File: src/hdl/pps_pkg.sv
// ----------------------------------------------------------------------------
// Preemptive priority scheduler package
// Shared types and codes for the scheduler and its table cells.
// ----------------------------------------------------------------------------
`default_nettype none

package pps_pkg;

  localparam logic OP_LOAD = 1'b0;
  localparam logic OP_TICK = 1'b1;

  typedef enum logic [1:0] {
    ST_IDLE,
    ST_SCAN,
    ST_UPDATE
  } state_t;

  // Best candidate found so far, handed from cell to cell during a scan.
  typedef struct packed {
    logic       found;
    logic [7:0] prio;
    logic [7:0] label;
    logic       work_one;
    logic [1:0] nwork;
  } carry_t;

endpackage

`default_nettype wire

File: src/hdl/pps_cell.sv
// ----------------------------------------------------------------------------
// Scheduler table cell
// Holds one task entry and takes part in the selection wave along the chain.
// ----------------------------------------------------------------------------
`default_nettype none

module pps_cell #(
  parameter int NUM_ENTRIES = 16,
  parameter int CELL_INDEX  = 0
) (
  input  wire logic                               clk,
  input  wire logic                               rst,
  input  wire logic [$clog2(NUM_ENTRIES+1)-1:0]   count,
  input  wire logic [15:0]                        now,
  input  wire logic                               wr_en,
  input  wire logic [$clog2(NUM_ENTRIES)-1:0]     wr_idx,
  input  wire logic [7:0]                         wr_label,
  input  wire logic [15:0]                        wr_arrival,
  input  wire logic [15:0]                        wr_work,
  input  wire logic [7:0]                         wr_prio,
  input  wire logic                               dec_en,
  input  wire logic [$clog2(NUM_ENTRIES)-1:0]     dec_idx,
  input  wire logic                               wave_in,
  input  wire pps_pkg::carry_t                    carry_in,
  input  wire logic [$clog2(NUM_ENTRIES)-1:0]     pick_in,
  output logic                                    wave_out,
  output pps_pkg::carry_t                         carry_out,
  output logic [$clog2(NUM_ENTRIES)-1:0]          pick_out
);
  import pps_pkg::*;

  localparam int IW = $clog2(NUM_ENTRIES);
  localparam int CW = $clog2(NUM_ENTRIES + 1);

  logic [15:0] arrival;
  logic [15:0] work_left;
  logic [7:0]  prio;
  logic [7:0]  label;
  logic        loaded;
  logic        has_work;
  logic        eligible;
  logic        take;

  assign loaded   = CW'(CELL_INDEX) < count;
  assign has_work = loaded && (work_left != 16'd0);
  assign eligible = has_work && (arrival <= now);
  assign take     = eligible && (!carry_in.found || (prio > carry_in.prio));

  always_ff @(posedge clk) begin
    if (wr_en && (wr_idx == IW'(CELL_INDEX))) begin
      label     <= wr_label;
      arrival   <= wr_arrival;
      work_left <= wr_work;
      prio      <= wr_prio;
    end else if (dec_en && (dec_idx == IW'(CELL_INDEX))) begin
      work_left <= work_left - 16'd1;
    end
  end

  always_ff @(posedge clk) begin
    if (rst) begin
      wave_out <= 1'b0;
    end else begin
      wave_out <= wave_in;
    end
  end

  always_ff @(posedge clk) begin
    if (wave_in) begin
      carry_out.found <= carry_in.found || eligible;
      if (take) begin
        carry_out.prio     <= prio;
        carry_out.label    <= label;
        carry_out.work_one <= (work_left == 16'd1);
        pick_out           <= IW'(CELL_INDEX);
      end else begin
        carry_out.prio     <= carry_in.prio;
        carry_out.label    <= carry_in.label;
        carry_out.work_one <= carry_in.work_one;
        pick_out           <= pick_in;
      end
      if (has_work) begin
        carry_out.nwork <= (carry_in.nwork == 2'd0) ? 2'd1 : 2'd2;
      end else begin
        carry_out.nwork <= carry_in.nwork;
      end
    end
  end

endmodule

`default_nettype wire

File: src/hdl/preemptive_priority_scheduler.sv
// Timing: a load word is taken while idle; a tick word sends the selection wave
// through the row of table cells, then the update state registers the result word.
// A new tick word is taken only back in idle, after the wave has passed once
// through the row of table cells and the update state is done; a result word
// held by the receiver also holds the update.
// Reset clears the entry count, the time and the handshake state.
// ----------------------------------------------------------------------------
// Preemptive priority scheduler
// Loads tasks into a row of cells and, on each tick, runs the ready task of
// highest priority for one tick.
// ----------------------------------------------------------------------------
`default_nettype none

module preemptive_priority_scheduler #(
  parameter int MAX_ENTRIES = 16
) (
  input  wire logic        clk,
  input  wire logic        rst,
  input  wire logic        in_valid,
  output logic             in_stall,
  input  wire logic        op,
  input  wire logic [7:0]  task_label,
  input  wire logic [15:0] arrival_tick,
  input  wire logic [15:0] work_ticks,
  input  wire logic [7:0]  priority_level,
  output logic             out_valid,
  input  wire logic        out_stall,
  output logic [3:0]       slot,
  output logic [7:0]       run_label,
  output logic             idle,
  output logic [15:0]      tick_start,
  output logic             task_finished,
  output logic             all_done
);
  import pps_pkg::*;

  localparam int IW = $clog2(MAX_ENTRIES);
  localparam int CW = $clog2(MAX_ENTRIES + 1);

  state_t         state;
  state_t         state_next;
  logic [CW-1:0]  entry_count;
  logic [15:0]    current_tick;

  logic           in_fire;
  logic           load_fire;
  logic           tick_fire;
  logic           update_fire;
  logic           out_free;

  logic           wave  [MAX_ENTRIES+1];
  carry_t         chain [MAX_ENTRIES+1];
  logic [IW-1:0]  pick  [MAX_ENTRIES+1];

  logic           done_tick;
  logic           run_tick;
  carry_t         result;

  assign in_fire   = in_valid && !in_stall;
  assign load_fire = in_fire && (op == OP_LOAD);
  assign tick_fire = in_fire && (op == OP_TICK);
  assign out_free  = !out_valid || !out_stall;
  assign result    = chain[MAX_ENTRIES];
  assign done_tick = (result.nwork == 2'd0);
  assign run_tick  = !done_tick && result.found;

  always_ff @(posedge clk) begin
    if (rst) begin
      state <= ST_IDLE;
    end else begin
      state <= state_next;
    end
  end

  always_comb begin
    state_next  = state;
    in_stall    = 1'b1;
    update_fire = 1'b0;
    unique case (state)
      ST_IDLE: begin
        in_stall = 1'b0;
        if (tick_fire) begin
          state_next = ST_SCAN;
        end
      end
      ST_SCAN: begin
        if (wave[MAX_ENTRIES]) begin
          state_next = ST_UPDATE;
        end
      end
      ST_UPDATE: begin
        if (out_free) begin
          update_fire = 1'b1;
          state_next  = ST_IDLE;
        end
      end
      default: begin
        state_next = ST_IDLE;
      end
    endcase
  end

  assign wave[0]  = tick_fire;
  assign chain[0] = '0;
  assign pick[0]  = '0;

  for (genvar i = 0; i < MAX_ENTRIES; i++) begin : g_cell
    pps_cell #(
      .NUM_ENTRIES (MAX_ENTRIES),
      .CELL_INDEX  (i)
    ) u_cell (
      .clk        (clk),
      .rst        (rst),
      .count      (entry_count),
      .now        (current_tick),
      .wr_en      (load_fire && (entry_count < CW'(MAX_ENTRIES))),
      .wr_idx     (entry_count[IW-1:0]),
      .wr_label   (task_label),
      .wr_arrival (arrival_tick),
      .wr_work    (work_ticks),
      .wr_prio    (priority_level),
      .dec_en     (update_fire && run_tick),
      .dec_idx    (pick[MAX_ENTRIES]),
      .wave_in    (wave[i]),
      .carry_in   (chain[i]),
      .pick_in    (pick[i]),
      .wave_out   (wave[i+1]),
      .carry_out  (chain[i+1]),
      .pick_out   (pick[i+1])
    );
  end

  always_ff @(posedge clk) begin
    if (rst) begin
      entry_count  <= '0;
      current_tick <= 16'd0;
    end else begin
      if (load_fire && (entry_count < CW'(MAX_ENTRIES))) begin
        entry_count <= entry_count + CW'(1);
      end
      if (update_fire && !done_tick) begin
        current_tick <= current_tick + 16'd1;
      end
    end
  end

  always_ff @(posedge clk) begin
    if (rst) begin
      out_valid <= 1'b0;
    end else if (update_fire) begin
      out_valid <= 1'b1;
    end else if (!out_stall) begin
      out_valid <= 1'b0;
    end
  end

  always_ff @(posedge clk) begin
    if (update_fire) begin
      tick_start <= current_tick;
      if (run_tick) begin
        slot          <= 4'(pick[MAX_ENTRIES]);
        run_label     <= result.label;
        idle          <= 1'b0;
        task_finished <= result.work_one;
        all_done      <= result.work_one && (result.nwork == 2'd1);
      end else begin
        slot          <= 4'd0;
        run_label     <= 8'd0;
        idle          <= 1'b1;
        task_finished <= 1'b0;
        all_done      <= done_tick;
      end
    end
  end

  assert property (@(posedge clk) disable iff (rst)
    wave[MAX_ENTRIES] |-> (state == ST_SCAN))
    else $error("Selection wave left the chain outside a scan.");

  assert property (@(posedge clk) disable iff (rst)
    $rose(out_valid) |-> $past(state == ST_UPDATE))
    else $error("Result word appeared without an update cycle.");

  assert property (@(posedge clk) disable iff (rst)
    entry_count <= CW'(MAX_ENTRIES))
    else $error("Entry count exceeds the table size.");

  assert property (@(posedge clk) disable iff (rst)
    (update_fire && done_tick) |=> $stable(current_tick))
    else $error("Time advanced on a done tick.");

  assert property (@(posedge clk) disable iff (rst)
    (state != ST_IDLE) |-> !load_fire)
    else $error("Load word taken during a tick.");

endmodule

`default_nettype wire
File: config.mk
export PLATFORM = sky130hd
export DESIGN_NAME = preemptive_priority_scheduler
export DESIGN_NICKNAME = d
export VERILOG_FILES = /design/src/hdl/pps_pkg.sv /design/src/hdl/pps_cell.sv /design/src/hdl/preemptive_priority_scheduler.sv
export SDC_FILE = /design/constraint.sdc
export NUM_CORES = 2
export LEC_CHECK = 0
export BUFFER_PORTS_ARGS = -buffer_cell sky130_fd_sc_hd__buf_2
export CAP_MARGIN = 20
export CORE_MARGIN = 4
export CORE_UTILIZATION = 63
export DETAILED_ROUTE_END_ITERATION = 8
export PLACE_DENSITY = 0.79
export SLEW_MARGIN = 20
export SYNTH_ARGS = -nofsm -noshare
export SYNTH_HDL_FRONTEND = slang
export SYNTH_SLANG_ARGS = --single-unit
File: constraint.sdc
create_clock -name clk -period 5.6 [get_ports clk]
set_input_delay 1.12 -clock clk [delete_from_list [all_inputs] [get_ports clk]]
set_output_delay 1.12 -clock clk [all_outputs]
set_load 0.05 [all_outputs]
==> qor.txt <==
Gpl congestion = 0.846
Reg2reg start = current_tick[10]$_SDFFE_PP0P_
Antenna viol nets, final = 0
Yosys cell types = 74
Hold Buf Count CTS = 0
Cell count after synthesis = 4,234
Vias per Instance = 6.02
Post-Syn Area per Cell = 13.4 µm²
Die height = 308 µm
Filler cells = 5,672
Slew at the pin closest to its max-slew limit = 1.11 ns
Non-Filler Instances = 5,660
Layout cell share with drive strength beyond 1 = 14.1%
Fraction of registers with async set/reset = 0%
Final Max Slew Viols = 0
Floorplan row count = 109
Antenna cell count = 0
Max_cap viols = 0
Layout area overhead = 10.7%
Fmax = 0.251 GHz
Crit path time final = 3.98 ns
Average wire per standard cell = 21.2 µm
Synthesized cell area = 56,700 µm²
PostCTS Resize Cnt = 0
Die Footprint = 94,800 µm²
I/O Pins = 86
Post-synth EDFFs = 1,159
Unrepaired setup endpoints after global routing = false
# Post-CTS Setup Buffers = 0
Core Region = 88,800 µm²
Worst Setup Path Type = reg2reg
CTS tree = built
Clock buffer depth = 3
Die width = 308 µm
Post-synth top flop = edfxtp_1
Length of the first detailed-routing pass in iterations = 6
R2R Setup Slk = 1.62 ns
Period utilization = 71.2%
Slowest stage cell, crit path = a221oi_4
Clock Tree Root = clkbuf_16
Status = finished, final reports clean
CTS buffer count = 117
Net count after synthesis = 4,715
Maximum VDD drop = 0.280 mV
GRT overflow = 0
Hold Startpoint = current_tick[15]$_SDFFE_PP0P_
GRT Util Overall = 25.5%
Vias = 34,100
Port Buffers = 85
Max-slew headroom = 25.7%
Slowest stage delay, CP = 0.94 ns
Post-DP HPWL = 80,700 µm
H-tree depth = 3
Leakage power = 23.0 nW
CP Launch Point = current_tick[10]$_SDFFE_PP0P_
Wire length of the first global-routing pass = 187,000 µm
Final wirelength = 120,000 µm
Ordered cell list for the critical path = inv_1, ha_1, nand2_1, nor3_1, or4_1, a211o_1, a221oi_4, mux2_2
Initial antenna violation count = 2
Critical Path RT = 6.04 ns
PwrDens = 289 nW/µm²
Vias in the first global route = 34,100
Clk pin slew, worst setup/hold paths = 0.06 ns
Initial DRC Count = 3,222
Element type at the critical path end = register
Yosys warning total = 0
Clk sink count = 1,199
Post-synthesis sequential area ratio = 62.8%
Largest net degree at the start of global routing = 41
Crit path arrival time = 4.42 ns
Setup TNS = 0 ns
CP Launch Type = register
#FFs+latches synth = 1,199
Endpoints failing setup = 0
HP Class = reg2reg
Final nets = 4,876
Clock Latency Late Sink = 0.70 ns
Placed insts = 5,439
Multi-input gate area = 19,700 µm²
Hold Fails Final Rpt = 0
Final routed DRC violation total = 0
Worst clock skew = 0.0390 ns
Initial core utilization = 63.8%
Register area = 35,600 µm²
Worst hold margin = 0.426 ns
Crit Path Max Fanout = 19
==> per-stage QoR <==
stage	util [%]	instance area, µm²	setup slack [ns]	power, mW
finish	70.6	62700	1.62	18.1
global route	70.6	62700	1.50	18.7
CTS	70.6	62700	1.51	18.2
detailed placement	66.1	58700	1.11	10.3
global placement	66.1	58700	1.19	10.3
floorplan	-	56700	0.883	10.2
==> metal layers <==
layer,vias to the layer above,routed length (µm),share of wire (%),GRT usage [%]
li1,16100,-,-,-
met1,16500,49700,41,35.8
met2,1248,55700,46,41.0
met3,225,11200,9.3,4.66
met4,0,3590,3.0,8.22
met5,-,0,0,0
==> worst max-delay path: cells and delay by family, from the launching register on <==
family / cells / cell delay (ns)
AOI/OAI and AO/OA: 2 / 1.25
buffers and inverters: 1 / 0.65
muxes: 1 / 0.42
and+or+nand+nor: 3 / 0.69
adders and majority gates: 1 / 0.38
DFF: 1 / 0.33
==> power by group <==
part / internal, mW / leakage [nW] / switching [mW]
clock: 4.63 / 1.93 / 3.31
sequential: 9.81 / 11.1 / 0.0293
combinational: 0.0696 / 9.88 / 0.253
total: 14.5 / 23.0 / 3.60
==> synth_stat cells (73+ instances only) <==
library cell     n  area, µm²
a21oi_1        376       1880
edfxtp_1      1159      34800
ha_1           428       5360
inv_1          250        938
mux2_2         192       2160
nand2_1        138        518
nand4_1         87        544
nor2_1         393       1480
nor3_1         104        521
nor4_1          73        457
o21ai_0         78        390
xnor2_1        167       1460
==> cell type report <==
| cell class | instances | share of cell area, % |
|---|---|---|
| flip-flops and latches | 1199 | 56.8 |
| multi-input cells | 2662 | 31.4 |
| clock buffers | 165 | 5.28 |
| well taps | 1165 | 2.32 |
| repair buffers | 165 | 1.66 |
| inverters | 250 | 1.50 |
| clock inverters | 54 | 1.03 |
==> logic make-up (layout without fill, tap and decap cells) <==
kind of cell    Yosys count  count (layout)  synth area share, %
simple gates           1111            1111                 9.80
fa+ha+maj               428             428                 9.45
flops                  1199            1199                 62.8
xor+xnor                219             219                 3.38
buf+inv                 373             634                 2.59
compound gates          653             653                 6.82
mux                     251             251                 5.12
==> path summary, 6_finish.rpt <==
kind,endpoint,depth (start not counted)
hold reg to reg,tick_start[15]$_DFFE_PP_,0
setup / recovery,g_cell[3].u_cell.carry_out[18]$_DFFE_PP_,8
setup reg to reg,g_cell[3].u_cell.carry_out[18]$_DFFE_PP_,8
hold / removal,tick_start[15]$_DFFE_PP_,0
==> cells in the final DEF (no fill, tap or decap), types with 63 or more instances in the layout <==
master,Yosys,layout
xnor2_1,167,167
buf_2,22,84
inv_1,250,250
a21oi_1,376,375
nor3_1,104,103
mux2_2,192,192
buf_4,1,79
ha_1,428,428
nor4_1,73,73
nand2_1,138,138
nor2b_1,64,63
clkbuf_16,0,119
edfxtp_1,1159,1159
nand4_1,87,87
nor2_1,393,393
==> state kept, by name, summed over array words and instances, names as in the netlist, 2 cells and up <==
| register | count |
|---|---|
| g_cell.u_cell.label | 128 |
| g_cell.u_cell.prio | 128 |
| g_cell.u_cell.arrival | 256 |
| g_cell.u_cell.work_left | 256 |
| g_cell.u_cell.carry_out | 311 |
| g_cell.u_cell.pick_out | 49 |
| current_tick | 16 |
| slot | 4 |
| run_label | 8 |
| g_cell.u_cell.wave_out | 16 |
| tick_start | 16 |
| entry_count | 5 |
| state | 2 |
Note: power is estimated with default switching activity, not from simulation.
